--- src/rtl/core/bbc_pkg.sv ---
// types, codes and constants of the bracket balance checker core
// no dependencies
`timescale 1ns / 1ps

package bbc_pkg;

	// default stack depth and queue sizes
	localparam int STACK_DEPTH_DEF = 64;
	localparam int CMD_Q_DEPTH     = 4;
	localparam int RES_Q_DEPTH     = 2;

	// bracket characters
	localparam logic [7:0] CH_LPAREN = 8'h28;
	localparam logic [7:0] CH_RPAREN = 8'h29;
	localparam logic [7:0] CH_LSQUARE = 8'h5B;
	localparam logic [7:0] CH_RSQUARE = 8'h5D;
	localparam logic [7:0] CH_LCURLY = 8'h7B;
	localparam logic [7:0] CH_RCURLY = 8'h7D;

	// bracket types as kept on the stack
	localparam int BT_W = 2;
	localparam logic [BT_W-1:0] BT_PAREN  = 2'd0;
	localparam logic [BT_W-1:0] BT_SQUARE = 2'd1;
	localparam logic [BT_W-1:0] BT_CURLY  = 2'd2;

	// command kinds from the classifier
	localparam logic [1:0] KIND_OPEN  = 2'd0;
	localparam logic [1:0] KIND_CLOSE = 2'd1;
	localparam logic [1:0] KIND_OTHER = 2'd2;

	// failure reasons
	localparam logic [1:0] REASON_OK       = 2'd0;
	localparam logic [1:0] REASON_MISMATCH = 2'd1;
	localparam logic [1:0] REASON_OPEN     = 2'd2;
	localparam logic [1:0] REASON_OVERFLOW = 2'd3;

	typedef struct packed {
		logic [7:0] char_byte;
		logic       end_of_string;
	} in_t;

	typedef struct packed {
		logic       is_balanced;
		logic [1:0] fail_reason;
	} out_t;

	// classified byte handed from front to back
	typedef struct packed {
		logic [1:0]      kind;
		logic [BT_W-1:0] btype;
		logic            last;
	} cmd_t;

endpackage

--- src/rtl/core/bbc_ram.sv ---
// generic single write port ram with one registered read port
// no dependencies
`timescale 1ns / 1ps

module bbc_ram #(
	parameter int WIDTH = 2,
	parameter int DEPTH = 64
) (
	input  logic                     clk,
	input  logic                     we,
	input  logic [$clog2(DEPTH)-1:0] waddr,
	input  logic [WIDTH-1:0]         wdata,
	input  logic [$clog2(DEPTH)-1:0] raddr,
	output logic [WIDTH-1:0]         rdata
);

	logic [WIDTH-1:0] mem_q [DEPTH];
	logic [WIDTH-1:0] rdata_q;

	always_ff @(posedge clk) begin
		if (we) begin
			mem_q[waddr] <= wdata;
		end
		rdata_q <= mem_q[raddr];
	end

	assign rdata = rdata_q;

endmodule

--- src/rtl/core/bbc_fifo.sv ---
// small flop based queue used between the stages of the checker
// no dependencies
`timescale 1ns / 1ps

module bbc_fifo #(
	parameter int WIDTH = 8,
	parameter int DEPTH = 2
) (
	input  logic             clk,
	input  logic             arst_n,
	input  logic             push,
	input  logic [WIDTH-1:0] wdata,
	output logic             full,
	input  logic             pop,
	output logic [WIDTH-1:0] rdata,
	output logic             empty
);

	localparam int PW = $clog2(DEPTH);
	localparam int CW = $clog2(DEPTH + 1);

	logic [WIDTH-1:0] mem_q [DEPTH];
	logic [PW-1:0]    wr_ptr_q;
	logic [PW-1:0]    rd_ptr_q;
	logic [CW-1:0]    cnt_q;
	logic             do_push;
	logic             do_pop;

	assign full    = (cnt_q == CW'(DEPTH));
	assign empty   = (cnt_q == '0);
	assign do_push = push & ~full;
	assign do_pop  = pop & ~empty;
	assign rdata   = mem_q[rd_ptr_q];

	always_ff @(posedge clk) begin
		if (do_push) begin
			mem_q[wr_ptr_q] <= wdata;
		end
	end

	always_ff @(posedge clk or negedge arst_n) begin
		if (!arst_n) begin
			wr_ptr_q <= '0;
			rd_ptr_q <= '0;
			cnt_q    <= '0;
		end else begin
			if (do_push) begin
				wr_ptr_q <= (wr_ptr_q == PW'(DEPTH - 1)) ? '0 : wr_ptr_q + PW'(1);
			end
			if (do_pop) begin
				rd_ptr_q <= (rd_ptr_q == PW'(DEPTH - 1)) ? '0 : rd_ptr_q + PW'(1);
			end
			case ({do_push, do_pop})
				2'b10: cnt_q <= cnt_q + CW'(1);
				2'b01: cnt_q <= cnt_q - CW'(1);
				default: cnt_q <= cnt_q;
			endcase
		end
	end

endmodule

--- src/rtl/core/bbc_front.sv ---
// front stage: classifies each input byte and queues it for the stack engine
// depends on bbc_pkg and bbc_fifo
`timescale 1ns / 1ps

module bbc_front import bbc_pkg::*; (
	input  logic clk,
	input  logic arst_n,
	input  logic push,
	output logic full,
	input  in_t  item,
	output logic cmd_valid,
	input  logic cmd_pop,
	output cmd_t cmd
);

	cmd_t cmd_in;
	logic cmd_empty;

	always_comb begin
		cmd_in.last = item.end_of_string;
		unique case (item.char_byte)
			CH_LPAREN: begin
				cmd_in.kind  = KIND_OPEN;
				cmd_in.btype = BT_PAREN;
			end
			CH_LSQUARE: begin
				cmd_in.kind  = KIND_OPEN;
				cmd_in.btype = BT_SQUARE;
			end
			CH_LCURLY: begin
				cmd_in.kind  = KIND_OPEN;
				cmd_in.btype = BT_CURLY;
			end
			CH_RPAREN: begin
				cmd_in.kind  = KIND_CLOSE;
				cmd_in.btype = BT_PAREN;
			end
			CH_RSQUARE: begin
				cmd_in.kind  = KIND_CLOSE;
				cmd_in.btype = BT_SQUARE;
			end
			CH_RCURLY: begin
				cmd_in.kind  = KIND_CLOSE;
				cmd_in.btype = BT_CURLY;
			end
			default: begin
				cmd_in.kind  = KIND_OTHER;
				cmd_in.btype = BT_PAREN;
			end
		endcase
	end

	bbc_fifo #(
		.WIDTH($bits(cmd_t)),
		.DEPTH(CMD_Q_DEPTH)
	) u_cmd_q (
		.clk   (clk),
		.arst_n(arst_n),
		.push  (push),
		.wdata (cmd_in),
		.full  (full),
		.pop   (cmd_pop),
		.rdata (cmd),
		.empty (cmd_empty)
	);

	assign cmd_valid = ~cmd_empty;

endmodule

--- src/rtl/core/bbc_back.sv ---
// back stage: bracket stack engine and result queue
// depends on bbc_pkg, bbc_ram and bbc_fifo
`timescale 1ns / 1ps

module bbc_back import bbc_pkg::*; #(
	parameter int STACK_DEPTH = STACK_DEPTH_DEF
) (
	input  logic clk,
	input  logic arst_n,
	input  logic cmd_valid,
	output logic cmd_pop,
	input  cmd_t cmd,
	output logic empty,
	input  logic pop,
	output out_t result
);

	localparam int AW = $clog2(STACK_DEPTH);
	localparam int DW = $clog2(STACK_DEPTH + 1);

	logic [DW-1:0]   depth_q;
	logic [BT_W-1:0] top_q;
	logic [1:0]      fail_q;

	logic [DW-1:0]   depth_n;
	logic [BT_W-1:0] top_n;
	logic [1:0]      fail_n;
	logic [1:0]      reason;
	logic [DW-1:0]   below_idx;
	logic [BT_W-1:0] below_data;
	logic            we;
	logic            take;
	logic            res_push;
	logic            res_full;
	out_t            res_in;

	assign take    = cmd_valid & ~res_full;
	assign cmd_pop = take;

	always_comb begin
		depth_n  = depth_q;
		top_n    = top_q;
		fail_n   = fail_q;
		we       = 1'b0;
		res_push = 1'b0;
		reason   = REASON_OK;
		if (take) begin
			if (fail_q == REASON_OK) begin
				unique case (cmd.kind)
					KIND_OPEN: begin
						if (depth_q == DW'(STACK_DEPTH)) begin
							fail_n = REASON_OVERFLOW;
						end else begin
							we      = 1'b1;
							depth_n = depth_q + DW'(1);
							top_n   = cmd.btype;
						end
					end
					KIND_CLOSE: begin
						if (depth_q == '0 || cmd.btype != top_q) begin
							fail_n = REASON_MISMATCH;
						end else begin
							depth_n = depth_q - DW'(1);
							top_n   = below_data;
						end
					end
					default: begin
						fail_n = REASON_MISMATCH;
					end
				endcase
			end
			if (cmd.last) begin
				res_push = 1'b1;
				reason   = fail_n;
				if (fail_n == REASON_OK && depth_n != '0) begin
					reason = REASON_OPEN;
				end
				depth_n = '0;
				fail_n  = REASON_OK;
			end
		end
	end

	// prefetch the entry just below the next top of stack
	assign below_idx = depth_n - DW'(2);

	bbc_ram #(
		.WIDTH(BT_W),
		.DEPTH(STACK_DEPTH)
	) u_stack_ram (
		.clk  (clk),
		.we   (we),
		.waddr(depth_q[AW-1:0]),
		.wdata(cmd.btype),
		.raddr(below_idx[AW-1:0]),
		.rdata(below_data)
	);

	always_ff @(posedge clk or negedge arst_n) begin
		if (!arst_n) begin
			depth_q <= '0;
			fail_q  <= REASON_OK;
		end else begin
			depth_q <= depth_n;
			fail_q  <= fail_n;
		end
	end

	always_ff @(posedge clk) begin
		top_q <= top_n;
	end

	assign res_in.is_balanced = (reason == REASON_OK);
	assign res_in.fail_reason = reason;

	bbc_fifo #(
		.WIDTH($bits(out_t)),
		.DEPTH(RES_Q_DEPTH)
	) u_res_q (
		.clk   (clk),
		.arst_n(arst_n),
		.push  (res_push),
		.wdata (res_in),
		.full  (res_full),
		.pop   (pop),
		.rdata (result),
		.empty (empty)
	);

endmodule

--- src/rtl/core/bracket_balance_checker_core.sv ---
// bracket balance checker over a byte stream
// usage:
//   input channel: drive item and push; a beat is taken at a clock edge with
//   push high and full low. item.end_of_string marks the last byte of a string.
//   result channel: while empty is low the oldest result is on result; it is
//   taken at a clock edge with pop high. one result per string, none otherwise.
// result path: a last byte is written into the command queue; the stack engine
//   then takes it and writes its result into the result queue for popping.
// throughput: one byte per cycle unless the result queue is full. the stack
//   engine does one push or pop per cycle; the top of stack sits in a register
//   and the entry under it is prefetched from the single registered ram port.
// reset: both queues empty, stack depth zero, no failure pending. the stack ram
//   is not cleared; only entries below the current depth are ever used.
// stall: a held-off result waits in a two-beat result queue; once that is full
//   the stack engine stops and bytes gather in a four-beat command queue, and
//   full rises when that one is full too.
// depends on bbc_pkg, bbc_front and bbc_back
`timescale 1ns / 1ps

module bracket_balance_checker_core import bbc_pkg::*; #(
	parameter int STACK_DEPTH = STACK_DEPTH_DEF
) (
	input  logic clk,
	input  logic arst_n,
	// input channel
	input  logic push,
	output logic full,
	input  in_t  item,
	// result channel
	output logic empty,
	input  logic pop,
	output out_t result
);

	// classified bytes between front and back
	logic cmd_valid;
	logic cmd_pop;
	cmd_t cmd;

	// front: classify and queue each byte
	bbc_front u_front (
		.clk      (clk),
		.arst_n   (arst_n),
		.push     (push),
		.full     (full),
		.item     (item),
		.cmd_valid(cmd_valid),
		.cmd_pop  (cmd_pop),
		.cmd      (cmd)
	);

	// back: stack engine, sticky failure and result queue
	bbc_back #(
		.STACK_DEPTH(STACK_DEPTH)
	) u_back (
		.clk      (clk),
		.arst_n   (arst_n),
		.cmd_valid(cmd_valid),
		.cmd_pop  (cmd_pop),
		.cmd      (cmd),
		.empty    (empty),
		.pop      (pop),
		.result   (result)
	);

endmodule

--- config.mk ---
export PLATFORM = sky130hd
export DESIGN_NAME = bracket_balance_checker_core
export DESIGN_NICKNAME = d
export VERILOG_FILES = /design/src/rtl/core/bbc_pkg.sv /design/src/rtl/core/bbc_ram.sv /design/src/rtl/core/bbc_fifo.sv /design/src/rtl/core/bbc_front.sv /design/src/rtl/core/bbc_back.sv /design/src/rtl/core/bracket_balance_checker_core.sv
export SDC_FILE = /design/constraint.sdc
export NUM_CORES = 1
export LEC_CHECK = 0
export BUFFER_PORTS_ARGS = -buffer_cell sky130_fd_sc_hd__buf_2
export CAP_MARGIN = 20
export CELL_PAD_IN_SITES_DETAIL_PLACEMENT = 2
export CELL_PAD_IN_SITES_GLOBAL_PLACEMENT = 2
export CORE_MARGIN = 2
export CORE_UTILIZATION = 43
export CTS_CLUSTER_DIAMETER = 120
export DETAILED_ROUTE_END_ITERATION = 7
export PLACE_DENSITY_LB_ADDON = 0.12
export SKIP_CTS_REPAIR_TIMING = 1
export SYNTH_ARGS = -nofsm -noshare
export SYNTH_HDL_FRONTEND = slang
export SYNTH_SLANG_ARGS = --single-unit
--- constraint.sdc ---
create_clock -name clk -period 5.2 [get_ports clk]
set_input_delay 0.78 -clock clk [delete_from_list [all_inputs] [get_ports clk]]
set_output_delay 0.78 -clock clk [all_outputs]
set_load 0.02 [all_outputs]
==> out/metrics.yaml <==
outcome: "finished clean"
timing.hold.ws_ns: 0.302
maxCapViolCount: 0
drc: 0
htreeDepth: 4
antenna_found_initial: 0
dieArea_um2: 20300
crit_fanout: 66
die_y_um: 143
syn_nets: 718
drt_wl_total_mm: 23.0
avgSynthCellArea_um2: 11.9
finalNetCount: 720
yosysSeqAreaShare_pct: 63.3
power_mw: 5.35
core_um2: 18800
ant_nets: 0
viasPerCell: 5.93
wire_per_inst_um: 24.4
cts_root_buf: "clkbuf_16"
io_pins: 18
vias: 5588
tns_ns: 0
worst-setup-path-type: "flip-flop to flip-flop"
yosysWarnings: 0
power_leakage_nw: 3.03
cp.arrival_ns: 5.06
dp_cells: 911
numClockSinks: 178
row_count: 50
fin_crit_sh_pct: 91.1
crit_path_start: "u_front.u_cmd_q.rd_ptr_q[0]$_DFFE_PN0P_"
area_growth_syn_to_layout_pct: 9.79
cp.required_ns: 5.52
hpwl_mm: 15.2
finClkSkew_ns: 0.00843
synth_edf_count: 156
grt_pass1_wl_mm: 36.1
min_path_type: "input pin to async pin"
timing.final.hold_violations: 0
finalMaxSlewViolations: 0
antenna_cells: 0
finalSetupViolations: 0
clk_pin_slew_ns: 0.07
die_w_um: 143
cts_tree: "yes"
peakVddDrop_mv: 0.343
clk_latency_ns: 0.44
drt_first_pass_iters: 4
initial_utilization_pct: 44.0
reg2reg_slack_ns: 0.46
max_freq_ghz: 0.211
drt_iter0_markers: 254
drive_gt1_share_pct: 10.6
synthArstFlopShare_pct: 11.2
grt_start_max_net_pins: 67
cts_buffers: 17
synthesis.area_um2: 8250
p_per_area_nw_per_um2: 590
gp_congestion: 0.857
finalNonFillerCells: 943
rsz0062_at_grt: "false"
r2r-start: "u_front.u_cmd_q.rd_ptr_q[0]$_DFFE_PN0P_"
io_buffer_count: 17
end_kind: "flip-flop"
synth.distinct_cells: 69
synth-seq-cells: 178
layout_min_cycle_time_ns: 4.74
grt_pass1_vias: 6288
startpoint_type: "flip-flop"
track_usage_pct: 24.2
synth_flop_cell: "edfxtp_1"
tightestPinTransition_ns: 0.828
overflow: 0
clock_path_buffers: 2
postSynthCellCount: 694
maxSlewHeadroom_pct: 44.7
==> layout by cell type, fill, tap and decap left out, drive strengths merged, types with 11 or more instances in the layout <==
master	netlist	final
inv	17	21
nand3	16	16
clkbuf	19	17
xnor2	11	11
edfxtp	156	156
nand2	124	124
dfrtp	20	20
nor2	86	86
buf	21	23
a32oi	15	15
a32o	12	12
a21oi	41	41
==> flip-flops by register name (all words and copies together), names as in the netlist, 2 cells and up <==
signal                    count
u_front.u_cmd_q.cnt_q         3
u_back.fail_q                 2
u_front.u_cmd_q.mem_q        20
u_front.u_cmd_q.wr_ptr_q      2
u_back.depth_q                7
u_front.u_cmd_q.rd_ptr_q      2
u_back.u_stack_ram.mem_q    128
u_back.u_res_q.mem_q          6
u_back.u_stack_ram.rdata      2
u_back.top_q                  2
u_back.u_res_q.cnt_q          2
==> through the flow <==
step                      worst slack, ns  cell area (um2)  utilization, %
after floorplan                      1.11             8250               -
after global placement              0.649             8500            45.3
after detailed placement            0.571             8500            45.3
after CTS                           0.443             9060            48.3
after global routing               0.0587             9060            48.3
final                               0.464             9060            48.3
==> power by group <==
part	total (mW)	switching (mW)	internal [mW]
combinational	2.06	1.40	0.662
clock	1.24	0.576	0.663
sequential	2.05	0.136	1.91
==> layer usage <==
metal | global-route usage [%] | share of wire (%)
met1 | 29.1 | 41
met2 | 44.0 | 55
met3 | 4.37 | 3.0
met4 | 7.45 | 1.6
met5 | 0 | 0
==> synthesized netlist by cell type (5+ instances only) <==
master	instances	share of area [%]
a21oi_1	39	2.4
a221oi_1	6	0.64
a32o_1	12	1.5
a32oi_1	15	1.6
and2_1	6	0.45
and3_1	7	0.53
buf_2	11	0.67
buf_6	6	0.82
clkbuf_1	19	0.86
dfrtp_1	20	6.1
edfxtp_1	156	57
ha_1	10	1.5
inv_1	17	0.77
mux2i_1	6	0.73
mux4_2	5	1.4
nand2_1	124	5.6
nand2b_1	7	0.53
nand3_1	16	0.97
nor2_1	86	3.9
nor2b_1	8	0.61
nor3_1	8	0.49
o21ai_0	9	0.55
o22ai_1	10	0.76
or3_1	7	0.53
xnor2_1	9	0.96
xor2_1	5	0.53
==> cell type report <==
class	instances	area [um2]
fill	1864	9710
clock buffer	17	425
timing repair buffer	23	143
clock inverter	15	134
multi-input combinational	457	2770
inverter	19	71.3
tap	234	293
sequential	178	5230
==> cells by family (layout without fill, tap and decap cells) <==
| kind of cell | count (synthesis) | after routing | synth area share (%) |
|---|---|---|---|
| compound gates | 131 | 131 | 11.7 |
| xor+xnor | 16 | 16 | 2.15 |
| fa+ha+maj | 11 | 11 | 1.76 |
| buf+inv | 59 | 74 | 3.44 |
| flops | 178 | 178 | 63.3 |
| mux | 14 | 14 | 2.50 |
| simple gates | 285 | 285 | 15.1 |
==> final timing paths <==
| check | end | cells after the start |
|---|---|---|
| hold reg to reg | u_front.u_cmd_q.cnt_q[0]$_DFFE_PN0P_ | 1 |
| setup / recovery | u_back.u_stack_ram.rdata[0]$_DFF_P_ | 11 |
| setup reg to reg | u_back.u_stack_ram.rdata[0]$_DFF_P_ | 11 |
| max in group asynchronous | u_back.depth_q[0]$_DFF_PN0_ | 1 |
| hold / removal | u_front.u_cmd_q.rd_ptr_q[0]$_DFFE_PN0P_ | 1 |
| min in group clk | u_front.u_cmd_q.cnt_q[0]$_DFFE_PN0P_ | 1 |
==> worst max-delay path, stage by stage, from the launching register on <==
cell and delay (ns):
dfrtp_1 0.58, mux4_2 0.68, nor2_1 0.49, mux2i_1 0.25, o21ai_0 0.24, a32oi_4 0.33
buf_4 0.63, nand3b_1 0.23, xnor2_1 0.56, nor2_1 0.11, a21boi_1 0.17, a211o_1 0.29
Note: power is estimated with default switching activity, not from simulation.
